==> src/wdcc_pkg.sv <==
// Shared types, widths and register indexes for the window distinct color counter.
`default_nettype none
package wdcc_pkg;

   localparam int CAPACITY_DEFAULT = 64;

   localparam int COORD_W   = 12;
   localparam int BOUND_W   = 13;
   localparam int COLOR_W   = 32;
   localparam int LIMIT_W   = 6;
   localparam int COUNT_W   = 7;
   localparam int REQ_W     = 56;
   localparam int RSP_W     = 16;
   localparam int CSR_ADDR_W = 3;
   localparam int CSR_DATA_W = 13;

   localparam logic [CSR_ADDR_W-1:0] REG_X_START        = 3'd0;
   localparam logic [CSR_ADDR_W-1:0] REG_Y_START        = 3'd1;
   localparam logic [CSR_ADDR_W-1:0] REG_X_END          = 3'd2;
   localparam logic [CSR_ADDR_W-1:0] REG_Y_END          = 3'd3;
   localparam logic [CSR_ADDR_W-1:0] REG_COMPARE_ENABLE = 3'd4;
   localparam logic [CSR_ADDR_W-1:0] REG_COLOR_LIMIT    = 3'd5;

   typedef struct packed {
      logic [COORD_W-1:0] x_start;
      logic [COORD_W-1:0] y_start;
      logic [BOUND_W-1:0] x_end;
      logic [BOUND_W-1:0] y_end;
      logic               compare_enable;
      logic [LIMIT_W-1:0] color_limit;
   } cfg_type;

   typedef struct packed {
      logic               in_rect;
      logic               last;
      logic [COLOR_W-1:0] color;
   } pix_type;

   typedef struct packed {
      logic               few_colors;
      logic               overflow;
      logic [COUNT_W-1:0] distinct_count;
   } res_type;

endpackage
`default_nettype wire

==> src/window_distinct_color_counter.sv <==
// Top level of the window distinct color counter.
// Counts the distinct 32-bit colors among pixels inside the half-open rectangle
// [x_start, x_end) x [y_start, y_end) and reports one result per frame on the
// pixel marked by req_tlast. The block takes one pixel per clock; a last pixel
// waits in the input register while a result is unaccepted, and its result is
// then registered. The rate is set by the combinational parallel compare
// of the color against all CAPACITY entries, which writes a new one in the same
// cycle. The store needs no clearing pass: a fill count marks live entries.
`default_nettype none
module window_distinct_color_counter #(
   parameter int CAPACITY = wdcc_pkg::CAPACITY_DEFAULT
) (
   input  wire logic                             clock,
   input  wire logic                             reset,
   // req_tdata: pixel_x [11:0], pixel_y [23:12], color [55:24]
   input  wire logic                             req_tvalid,
   output logic                                  req_tready,
   input  wire logic [wdcc_pkg::REQ_W-1:0]       req_tdata,
   input  wire logic                             req_tlast,
   // rsp_tdata: distinct_count [6:0], overflow [7], few_colors [8], zero [15:9]
   output logic                                  rsp_tvalid,
   input  wire logic                             rsp_tready,
   output logic [wdcc_pkg::RSP_W-1:0]            rsp_tdata,
   input  wire logic                             csr_we,
   input  wire logic [wdcc_pkg::CSR_ADDR_W-1:0]  csr_addr,
   input  wire logic [wdcc_pkg::CSR_DATA_W-1:0]  csr_wdata
);

   localparam int RES_W = $bits(wdcc_pkg::res_type);

   wdcc_pkg::cfg_type cfg;
   wdcc_pkg::pix_type pix;
   wdcc_pkg::res_type res;
   logic              pix_valid;
   logic              out_free;
   logic              take;
   logic              rsp_valid_ff, rsp_valid_in;
   wdcc_pkg::res_type rsp_data_ff;

   // A pixel without the last mark never waits on the result side.
   assign out_free = !rsp_valid_ff || rsp_tready;
   assign take     = pix_valid && (!pix.last || out_free);

   wdcc_csr u_csr (
      .clock     (clock),
      .reset     (reset),
      .csr_we    (csr_we),
      .csr_addr  (csr_addr),
      .csr_wdata (csr_wdata),
      .cfg       (cfg)
   );

   wdcc_window u_window (
      .clock      (clock),
      .reset      (reset),
      .cfg        (cfg),
      .req_tvalid (req_tvalid),
      .req_tready (req_tready),
      .req_tdata  (req_tdata),
      .req_tlast  (req_tlast),
      .take       (take),
      .pix_valid  (pix_valid),
      .pix        (pix)
   );

   wdcc_store #(
      .CAPACITY (CAPACITY)
   ) u_store (
      .clock (clock),
      .reset (reset),
      .cfg   (cfg),
      .take  (take),
      .pix   (pix),
      .res   (res)
   );

   assign rsp_valid_in = (take && pix.last) || (rsp_valid_ff && !rsp_tready);

   always_ff @(posedge clock) begin
      if (reset) begin
         rsp_valid_ff <= 1'b0;
      end else begin
         rsp_valid_ff <= rsp_valid_in;
      end
   end

   always_ff @(posedge clock) begin
      if (take && pix.last) begin
         rsp_data_ff <= res;
      end
   end

   assign rsp_tvalid = rsp_valid_ff;
   assign rsp_tdata  = {{(wdcc_pkg::RSP_W - RES_W){1'b0}}, rsp_data_ff};

endmodule
`default_nettype wire

==> src/wdcc_csr.sv <==
// Configuration registers written through the plain write port.
`default_nettype none
module wdcc_csr (
   input  wire logic                              clock,
   input  wire logic                              reset,
   input  wire logic                              csr_we,
   input  wire logic [wdcc_pkg::CSR_ADDR_W-1:0]   csr_addr,
   input  wire logic [wdcc_pkg::CSR_DATA_W-1:0]   csr_wdata,
   output wdcc_pkg::cfg_type                      cfg
);

   wdcc_pkg::cfg_type cfg_ff;
   wdcc_pkg::cfg_type cfg_in;

   always_comb begin
      cfg_in = cfg_ff;
      if (csr_we) begin
         unique case (csr_addr)
            wdcc_pkg::REG_X_START:        cfg_in.x_start = csr_wdata[wdcc_pkg::COORD_W-1:0];
            wdcc_pkg::REG_Y_START:        cfg_in.y_start = csr_wdata[wdcc_pkg::COORD_W-1:0];
            wdcc_pkg::REG_X_END:          cfg_in.x_end   = csr_wdata[wdcc_pkg::BOUND_W-1:0];
            wdcc_pkg::REG_Y_END:          cfg_in.y_end   = csr_wdata[wdcc_pkg::BOUND_W-1:0];
            wdcc_pkg::REG_COMPARE_ENABLE: cfg_in.compare_enable = csr_wdata[0];
            wdcc_pkg::REG_COLOR_LIMIT:
               cfg_in.color_limit = csr_wdata[wdcc_pkg::LIMIT_W-1:0];
            default: cfg_in = cfg_ff;
         endcase
      end
   end

   always_ff @(posedge clock) begin
      if (reset) begin
         cfg_ff <= '0;
      end else begin
         cfg_ff <= cfg_in;
      end
   end

   assign cfg = cfg_ff;

endmodule
`default_nettype wire

==> src/wdcc_window.sv <==
// Input register with the rectangle test applied on the way in.
`default_nettype none
module wdcc_window (
   input  wire logic                           clock,
   input  wire logic                           reset,
   input  wire wdcc_pkg::cfg_type              cfg,
   input  wire logic                           req_tvalid,
   output logic                                req_tready,
   input  wire logic [wdcc_pkg::REQ_W-1:0]     req_tdata,
   input  wire logic                           req_tlast,
   input  wire logic                           take,
   output logic                                pix_valid,
   output wdcc_pkg::pix_type                   pix
);

   logic                         valid_ff, valid_in;
   wdcc_pkg::pix_type            pix_ff, pix_in;
   logic [wdcc_pkg::COORD_W-1:0] px, py;
   logic                         load;

   assign px = req_tdata[wdcc_pkg::COORD_W-1:0];
   assign py = req_tdata[2*wdcc_pkg::COORD_W-1:wdcc_pkg::COORD_W];

   assign req_tready = !valid_ff || take;
   assign load       = req_tvalid && req_tready;

   always_comb begin
      pix_in.in_rect = (px >= cfg.x_start) && ({1'b0, px} < cfg.x_end) &&
                       (py >= cfg.y_start) && ({1'b0, py} < cfg.y_end);
      pix_in.last   = req_tlast;
      pix_in.color  = req_tdata[2*wdcc_pkg::COORD_W+wdcc_pkg::COLOR_W-1:2*wdcc_pkg::COORD_W];
      valid_in      = load || (valid_ff && !take);
   end

   always_ff @(posedge clock) begin
      if (reset) begin
         valid_ff <= 1'b0;
      end else begin
         valid_ff <= valid_in;
      end
   end

   always_ff @(posedge clock) begin
      if (load) begin
         pix_ff <= pix_in;
      end
   end

   assign pix_valid = valid_ff;
   assign pix       = pix_ff;

endmodule
`default_nettype wire

==> src/wdcc_store.sv <==
// Color CAM with fill count and overflow flag; forms the frame result.
`default_nettype none
module wdcc_store #(
   parameter int CAPACITY = wdcc_pkg::CAPACITY_DEFAULT
) (
   input  wire logic               clock,
   input  wire logic               reset,
   input  wire wdcc_pkg::cfg_type  cfg,
   input  wire logic               take,
   input  wire wdcc_pkg::pix_type  pix,
   output wdcc_pkg::res_type       res
);

   localparam int IDX_W = (CAPACITY > 1) ? $clog2(CAPACITY) : 1;
   localparam int CNT_W = $clog2(CAPACITY + 1);
   localparam int CMP_W = CNT_W + wdcc_pkg::LIMIT_W;
   localparam logic [CNT_W-1:0] FULL = CNT_W'(CAPACITY);

   logic [wdcc_pkg::COLOR_W-1:0] seen_ff [CAPACITY];
   logic [CNT_W-1:0]             used_ff, used_in;
   logic                         ovf_ff, ovf_in;
   logic [CAPACITY-1:0]          hit_vec;
   logic                         hit, full, insert;
   logic [CNT_W-1:0]             used_next;
   logic                         ovf_next;
   logic [CMP_W-1:0]             used_wide;

   // An entry only takes part once it lies below the fill count.
   always_comb begin
      for (int i = 0; i < CAPACITY; i++) begin
         hit_vec[i] = (CNT_W'(i) < used_ff) && (seen_ff[i] == pix.color);
      end
   end

   assign hit    = |hit_vec;
   assign full   = (used_ff == FULL);
   assign insert = take && pix.in_rect && !hit && !full;

   always_comb begin
      used_next = used_ff;
      ovf_next  = ovf_ff;
      if (take && pix.in_rect && !hit) begin
         if (full) begin
            ovf_next = 1'b1;
         end else begin
            used_next = used_ff + CNT_W'(1);
         end
      end
      used_wide          = CMP_W'(used_next);
      res.distinct_count = used_wide[wdcc_pkg::COUNT_W-1:0];
      res.overflow       = ovf_next;
      res.few_colors     = cfg.compare_enable &&
                           (used_wide <= CMP_W'(cfg.color_limit));
      // Clear the store after the frame's last pixel.
      if (take && pix.last) begin
         used_in = '0;
         ovf_in  = 1'b0;
      end else begin
         used_in = used_next;
         ovf_in  = ovf_next;
      end
   end

   always_ff @(posedge clock) begin
      if (reset) begin
         used_ff <= '0;
         ovf_ff  <= 1'b0;
      end else begin
         used_ff <= used_in;
         ovf_ff  <= ovf_in;
      end
   end

   always_ff @(posedge clock) begin
      if (insert) begin
         seen_ff[used_ff[IDX_W-1:0]] <= pix.color;
      end
   end

endmodule
`default_nettype wire

==> config.mk <==
export PLATFORM = sky130hd
export DESIGN_NAME = window_distinct_color_counter
export DESIGN_NICKNAME = d
export VERILOG_FILES = /design/src/wdcc_pkg.sv /design/src/window_distinct_color_counter.sv /design/src/wdcc_csr.sv /design/src/wdcc_window.sv /design/src/wdcc_store.sv
export SDC_FILE = /design/constraint.sdc
export NUM_CORES = 2
export LEC_CHECK = 0
export BUFFER_PORTS_ARGS = -buffer_cell sky130_fd_sc_hd__clkbuf_2
export CORE_MARGIN = 8
export CORE_UTILIZATION = 35
export CTS_CLUSTER_DIAMETER = 120
export DETAILED_ROUTE_END_ITERATION = 12
export SETUP_SLACK_MARGIN = 0.15
export SYNTH_ARGS = -nofsm -noshare
export SYNTH_HDL_FRONTEND = slang
export SYNTH_HIERARCHICAL = 1
export SYNTH_SLANG_ARGS = --single-unit
==> constraint.sdc <==
create_clock -name clock -period 8.06 [get_ports clock]
set_input_delay 0.806 -clock clock [delete_from_list [all_inputs] [get_ports clock]]
set_output_delay 0.806 -clock clock [all_outputs]
set_load 0.05 [all_outputs]
After elaboration in Yosys (flattened, before gate mapping)
Memories as Yosys holds them, arrays and structs flattened.
Index checks and enable logic that the tools add are counted.
{"block": "totals", "reg_bits": 110, "mem_bits_rw": 2048, "inputBits": 78, "wordCells": 260, "mem_count": 1}
{"memory": "u_store.seen_ff", "depth": 64, "width": 32, "rd": 64, "rd_clocked_by_memory_dff": 0, "wr": 1, "line_no": "wdcc_store.sv:19", "rtl": "logic [wdcc_pkg::COLOR_W-1:0] seen_ff [CAPACITY];"}
{"block": "op_classes", "addsub": 1, "order_cmp": 69, "eq_ne": 70, "muxes": 6, "reduce_logical": 97}
{"op": "equality test 32 bit", "n": 64}
{"op": "< comparator 6 x 7 -> 1 bit (first input constant)", "n": 32}
{"op": "< comparator 5 x 7 -> 1 bit (first input constant)", "n": 16}
{"op": "logical AND 1 bit", "n": 76}
{"op": "OR reduction 64 bit", "n": 1}
{"op": "< comparator 4 x 7 -> 1 bit (first input constant)", "n": 8}
{"op": "< comparator 3 x 7 -> 1 bit (first input constant)", "n": 4}
{"op": "< comparator 12 x 13 -> 1 bit", "n": 2}
{"op": ">= comparator 12 bit", "n": 2}
{"op": "< comparator 1 x 7 -> 1 bit (first input constant)", "n": 2}
{"op": "< comparator 2 x 7 -> 1 bit (first input constant)", "n": 2}
{"op": "two-way mux 7 bit", "n": 2}
{"op": "AND reduction 2 bit", "n": 6}
{"op": "adder 7 x 1 -> 7 bit (second input constant)", "n": 1}
{"op": "equality test 7 bit (second input constant)", "n": 1}
{"op": "less-or-equal comparator 7 x 6 -> 1 bit", "n": 1}
{"op": "zero test 1 bit", "n": 7}
{"op": "equality test 3 x 2 -> 1 bit (second input constant)", "n": 2}
{"op": "equality test 3 bit (second input constant)", "n": 2}
{"op": "logical OR 1 bit", "n": 5}
{"op": "two-way mux 1 bit", "n": 4}
{"op": "equality test 3 x 1 -> 1 bit (second input constant)", "n": 1}
{"op": "zero test 3 bit", "n": 1}
{"op": "OR reduction 2 bit", "n": 1}

Longest topological paths before layout
{"block": "depth", "ltp_word": 9, "ltp_mapped": 22, "depth_no_buf": 16}

By module
Netlist, hierarchy kept.
{"module": "wdcc_store", "n_inst": 1, "cells_per_inst": 5373, "area_each_um2": 87365.0}
{"module": "wdcc_csr", "n_inst": 1, "cells_per_inst": 206, "area_each_um2": 2316.0}
{"module": "wdcc_window", "n_inst": 1, "cells_per_inst": 202, "area_each_um2": 2230.9}
{"module": "window_distinct_color_counter", "n_inst": 1, "cells_per_inst": 24, "area_each_um2": 394.1}

Worst setup path before layout
OpenSTA, ideal clock, no wires.
{"block": "synth_timing", "path_kind": "register to register", "start": "register u_window.pix_ff, in the netlist u_window/pix[16]", "end": "memory u_store/seen_ff[57][0] in the netlist's numbering, enable pin", "setup_ps": 502, "arrival_time_ps": 6732, "required_ps": 7558, "path_slack_ps": 827, "path_stages_with_launch": 13, "path_buffers": 3, "period_less_slack_ps": 7233, "cell_sequence": "edfxtp_1 -> buf_2 -> buf_2 -> xor2_1 -> nor4_1 -> nand3_1 -> nor3_1 -> or4_1 -> or4_4 -> nor2_1 -> nand2_1 -> buf_2 -> nor4_1"}
{"block": "synth_via", "elab_chain_cells": 8, "elab_cells_between_ends": 134}
{"element": "start, declared", "line_no": "wdcc_window.sv:17", "rtl": "wdcc_pkg::pix_type pix_ff, pix_in;"}
{"element": "start signal, assigned", "line_no": "wdcc_window.sv:45", "rtl": "pix_ff <= pix_in;"}
{"element": "equality test 32 bit", "line_no": "wdcc_store.sv:31", "rtl": "hit_vec[i] = (CNT_W'(i) < used_ff) && (seen_ff[i] == pix.color);"}
{"element": "logical AND 1 bit", "line_no": "wdcc_store.sv:31"}
{"element": "OR reduction 64 bit (*)", "line_no": "wdcc_store.sv:35", "rtl": "assign hit = |hit_vec;"}
{"element": "zero test 1 bit (*)", "line_no": "wdcc_store.sv:37", "rtl": "assign insert = take && pix.in_rect && !hit && !full;"}
{"element": "logical AND 1 bit (*) (2 in a row)", "line_no": "wdcc_store.sv:37"}
{"element": "two-way mux 1 bit (*)", "line_no": "wdcc_store.sv:75", "rtl": "if (insert) begin"}
{"element": "two-way mux 1 bit (not written as such) (*)", "line_no": "wdcc_store.sv:76", "rtl": "seen_ff[used_ff[IDX_W-1:0]] <= pix.color;"}
{"element": "end, declared", "line_no": "wdcc_store.sv:19"}
Every way passes the cells marked *; elsewhere a longest branch is shown, timed or not.

Worst setup path in the final report
{"block": "layout_timing", "start": "register u_window.pix_ff, in the netlist u_window/pix[15]", "end": "memory u_store/seen_ff[41][26] in the netlist's numbering, enable pin"}
The elaborated chain is that of the path after synthesis.

==> results by group <==
Critical path
  – Critical path's slowest cell: edfxtp_1
  – Crit-path leading delay family: simple AND/OR/NAND/NOR gates
  – CP bufs+invs: 4
  – Setup CP Type: flip-flop to flip-flop
  – Crit path max fanout: 49
  – FF-to-FF Start: u_window/pix[15]
  – Crit path cell chain: buf_4, buf_4, xor2_1, nor4_1, nand4_1, nor3_1, a211oi_1, nand4_1, nor4_2, nand2_4, buf_4, nor4_2, buf_4
  – Largest stage delay on the critical path: 1.16 ns
  – FF-to-FF End: u_store/seen_ff[41][26]
  – Worst setup endpoint: u_store/seen_ff[41][26]
  – Most used cell, CP: buf_4
  – Instance count on the critical path: 13
  – CP endpoint kind: flip-flop
  – Startpoint Class: flip-flop
  – Worst Path Arrival: 7.44 ns
  – Reg2reg path depth: 13
  – Crit path required time: between 8 and 9 ns
  – Setup crit start: u_window/pix[15]
  – R2r setup slk: 1.12 ns

Timing
  – Max-slew headroom: 4.649%
  – Setup Viol. Count Final: 0
  – Max Fclk: between 100 and 150 MHz
  – Hold Fails Final Rpt: 0
  – Period utilisation layout: between 80% and 90%
  – Final Skew: approximately 0.052 ns
  – RSZ-0062 raised after global routing: no
  – Fin crit period: 6.937 ns
  – Slew Viols, Final: 0
  – Setup TNS Final: 0 ns
  – WHS: 0.1286 ns
  – Least-Margin Pin Slew: 1.430 ns
  – Setup ws final: 1.123 ns

Finish
  – Fillers: 23.68k
  – Area of the multi-input gates: 0.02646 mm²
  – Area Overhead vs Synth: 13.84%
  – Post-layout util: 40.06%
  – Layout cells sized above 1: between 10% and 20%
  – Reg area: 0.06413 mm²
  – Finished Layout Cells: 9791
  – Final Cell Area: 0.1051 mm²
  – Nets: a little over 6k

Floorplan
  – Die width: 529.5 µm
  – Die Height: 529.5 µm
  – Die footprint: 0.2804 mm²
  – Io pins: 96
  – Row Count: 188
  – Core region area: 0.2623 mm²
  – Initial Utilization: between 30% and 40%

CTS
  – # Post-CTS Setup Buffers: 0
  – Clock Path Buffers: 3
  – Clk root buf: clkbuf_16
  – Clock H-tree levels: 4
  – Clock latency at the later pin of the worst-skew pair: about 0.86 ns
  – CTS Hold Bufs: 0
  – CTS sink cnt: 2158
  – Post_cts resized: 0
  – CTS tree: done
  – CTS Buf Count: about 220
  – Clock-pin slew of the registers on the worst-case setup and hold paths: 0.06 ns

Synth
  – Synth warn: 6
  – Synth Flop Type: edfxtp_1
  – EDFF count, synth: ~2.1k
  – Leading area contributor after synthesis: edfxtp_1
  – Share of the synthesized area in the top cell type: just under 70%
  – Synthesized instance count: 5805
  – Synth top area cells: edfxtp_1 (68%), xor2_1 (9.8%), xnor2_1 (9.3%)
  – Commonest cells post-synth: edfxtp_1 (2091), xor2_1 (1037), xnor2_1 (985), nor4_1 (322), nand4_1 (283)
  – Post-synthesis async set-or-reset flop share: 0%
  – Post-synthesis sequential area ratio: 69.48%
  – Most common cell in the netlist: edfxtp_1
  – Mapped Area: about 0.09 mm²
  – Mean Syn Cell Area: 15.90 µm²
  – Yosys cell types: 72
  – Yosys reg bits: 2158

Pwr
  – Leak pwr: between 30 and 40 nW
  – Power Density: 221.9 mW/mm²
  – VDD IR max: 0.1989 mV
  – Total Power: 23.31 mW

GRT
  – Overflow after GRT: 0
  – Vias in the first global route: ~50k
  – GRT Total Usage: 16.98%
  – Global-route wire length before repair: 351.0 mm
  – Initial antenna violation count: 11
  – Largest net degree at the start of global routing: 87

Drt
  – WL final: 245.4 mm
  – DR pass1 iterations: 5
  – 1st-iter DRT viols: 4660
  – DRC: 0
  – Via count of the routed design: 49.30k
  – DR WL/cell: about 25 µm
  – DR vias/cell: 5.035
  – Antenna Nets Post-Route: 0

Flow run
  – Max-Cap Viols: 0

Min path
  – Hold Path Origin: req_tdata[40]
  – Hold Path Cell Cnt: 1
  – Hold crit path type: primary input to flip-flop

Place
  – Placed insts: about 9.4k
  – Placed Instance Area: 0.09849 mm²
  – DP HPWL: 142.8 mm
  – Port Buf Inserts: 88
  – Routability Congestion: 0.8247
  – Post-Place Worst Slack: 1.289 ns

Status
  – Status: completed
-- sequential cells by signal (all words and copies together), names as in the netlist --
signal / count
u_window/pix_valid: 1
rsp_tdata: 9
u_store/used_ff: 7
u_store/ovf_ff: 1
u_store/seen_ff: 2048
u_window/pix: 34
rsp_tvalid: 1
u_csr/cfg: 57
-- how the worst min path moves through the flow --
stage	end	slack [ns]
finish	u_window/pix[16]	0.13
global route	u_window/pix[24]	0.08
global placement	u_csr/cfg[31]	0.46
floorplan	u_store/ovf_ff	0.44
detailed placement	u_csr/cfg[36]	0.47
CTS	u_window/pix[16]	0.06
-- cell usage in the layout (no fill, tap or decap), types with 10 or more instances in the layout --
cell type / count
nor4_2: 33
nor4_1: 290
mux2i_1: 57
or4_1: 11
a2111oi_0: 10
nand2_1: 27
xor2_1: 1037
o2111ai_1: 13
clkinv_2: 38
clkinv_1: 43
clkbuf_2: 88
or3_1: 11
buf_12: 60
nand3_1: 76
nand2b_1: 81
a21oi_1: 34
nand4_1: 283
edfxtp_1: 2091
nor3_2: 33
dfxtp_1: 66
a211oi_1: 10
xnor2_1: 985
buf_4: 197
clkbuf_1: 74
inv_1: 81
nor2_1: 24
nor3_1: 76
nor2b_1: 12
o21ai_0: 19
ha_1: 54
clkbuf_16: 218
-- area by class of cell --
| type | count | share of cell area [%] |
|---|---|---|
| sequential | 2158 | 61.03 |
| inverter | 81 | 0.2893 |
| clock inverter | 103 | 0.7597 |
| multi-input combinational | 3286 | 25.18 |
| timing repair buffer | 348 | 3.048 |
| antenna | 5 | 0.01191 |
| clock buffer | 295 | 5.495 |
| tap | 3515 | 4.185 |
-- report_power, final --
part / total (mW) / leakage, nW / switching [mW] / internal, mW
Clock: 9.42 / 3.21 / 4.24 / 5.18
Combinational: 1.49 / 10.6 / 0.997 / 0.491
Sequential: 12.4 / 19.4 / 0.0615 / 12.3
Total: 23.3 / 33.1 / 5.30 / 18.0
-- metal layers --
metal,wire (µm),track usage [%]
met5,27,0
met4,5834,4.282
met3,13690,2.572
met2,119700,28.90
met1,106100,22.84
-- cells by family (layout without fill, tap and decap cells) --
group,Yosys count,after routing,synth area share [%]
and+or+nand+nor,1002,1002,6.592
xor gates and xnor gates,2022,2022,19.19
DFF,2158,2158,69.48
other,1,12,0.004063
AOI/OAI and AO/OA,144,144,1.094
buffers and inverters,367,827,2.298
adders and majority gates,54,54,0.7320
muxes,57,57,0.6181
Power figures use the tool's default switching activity.
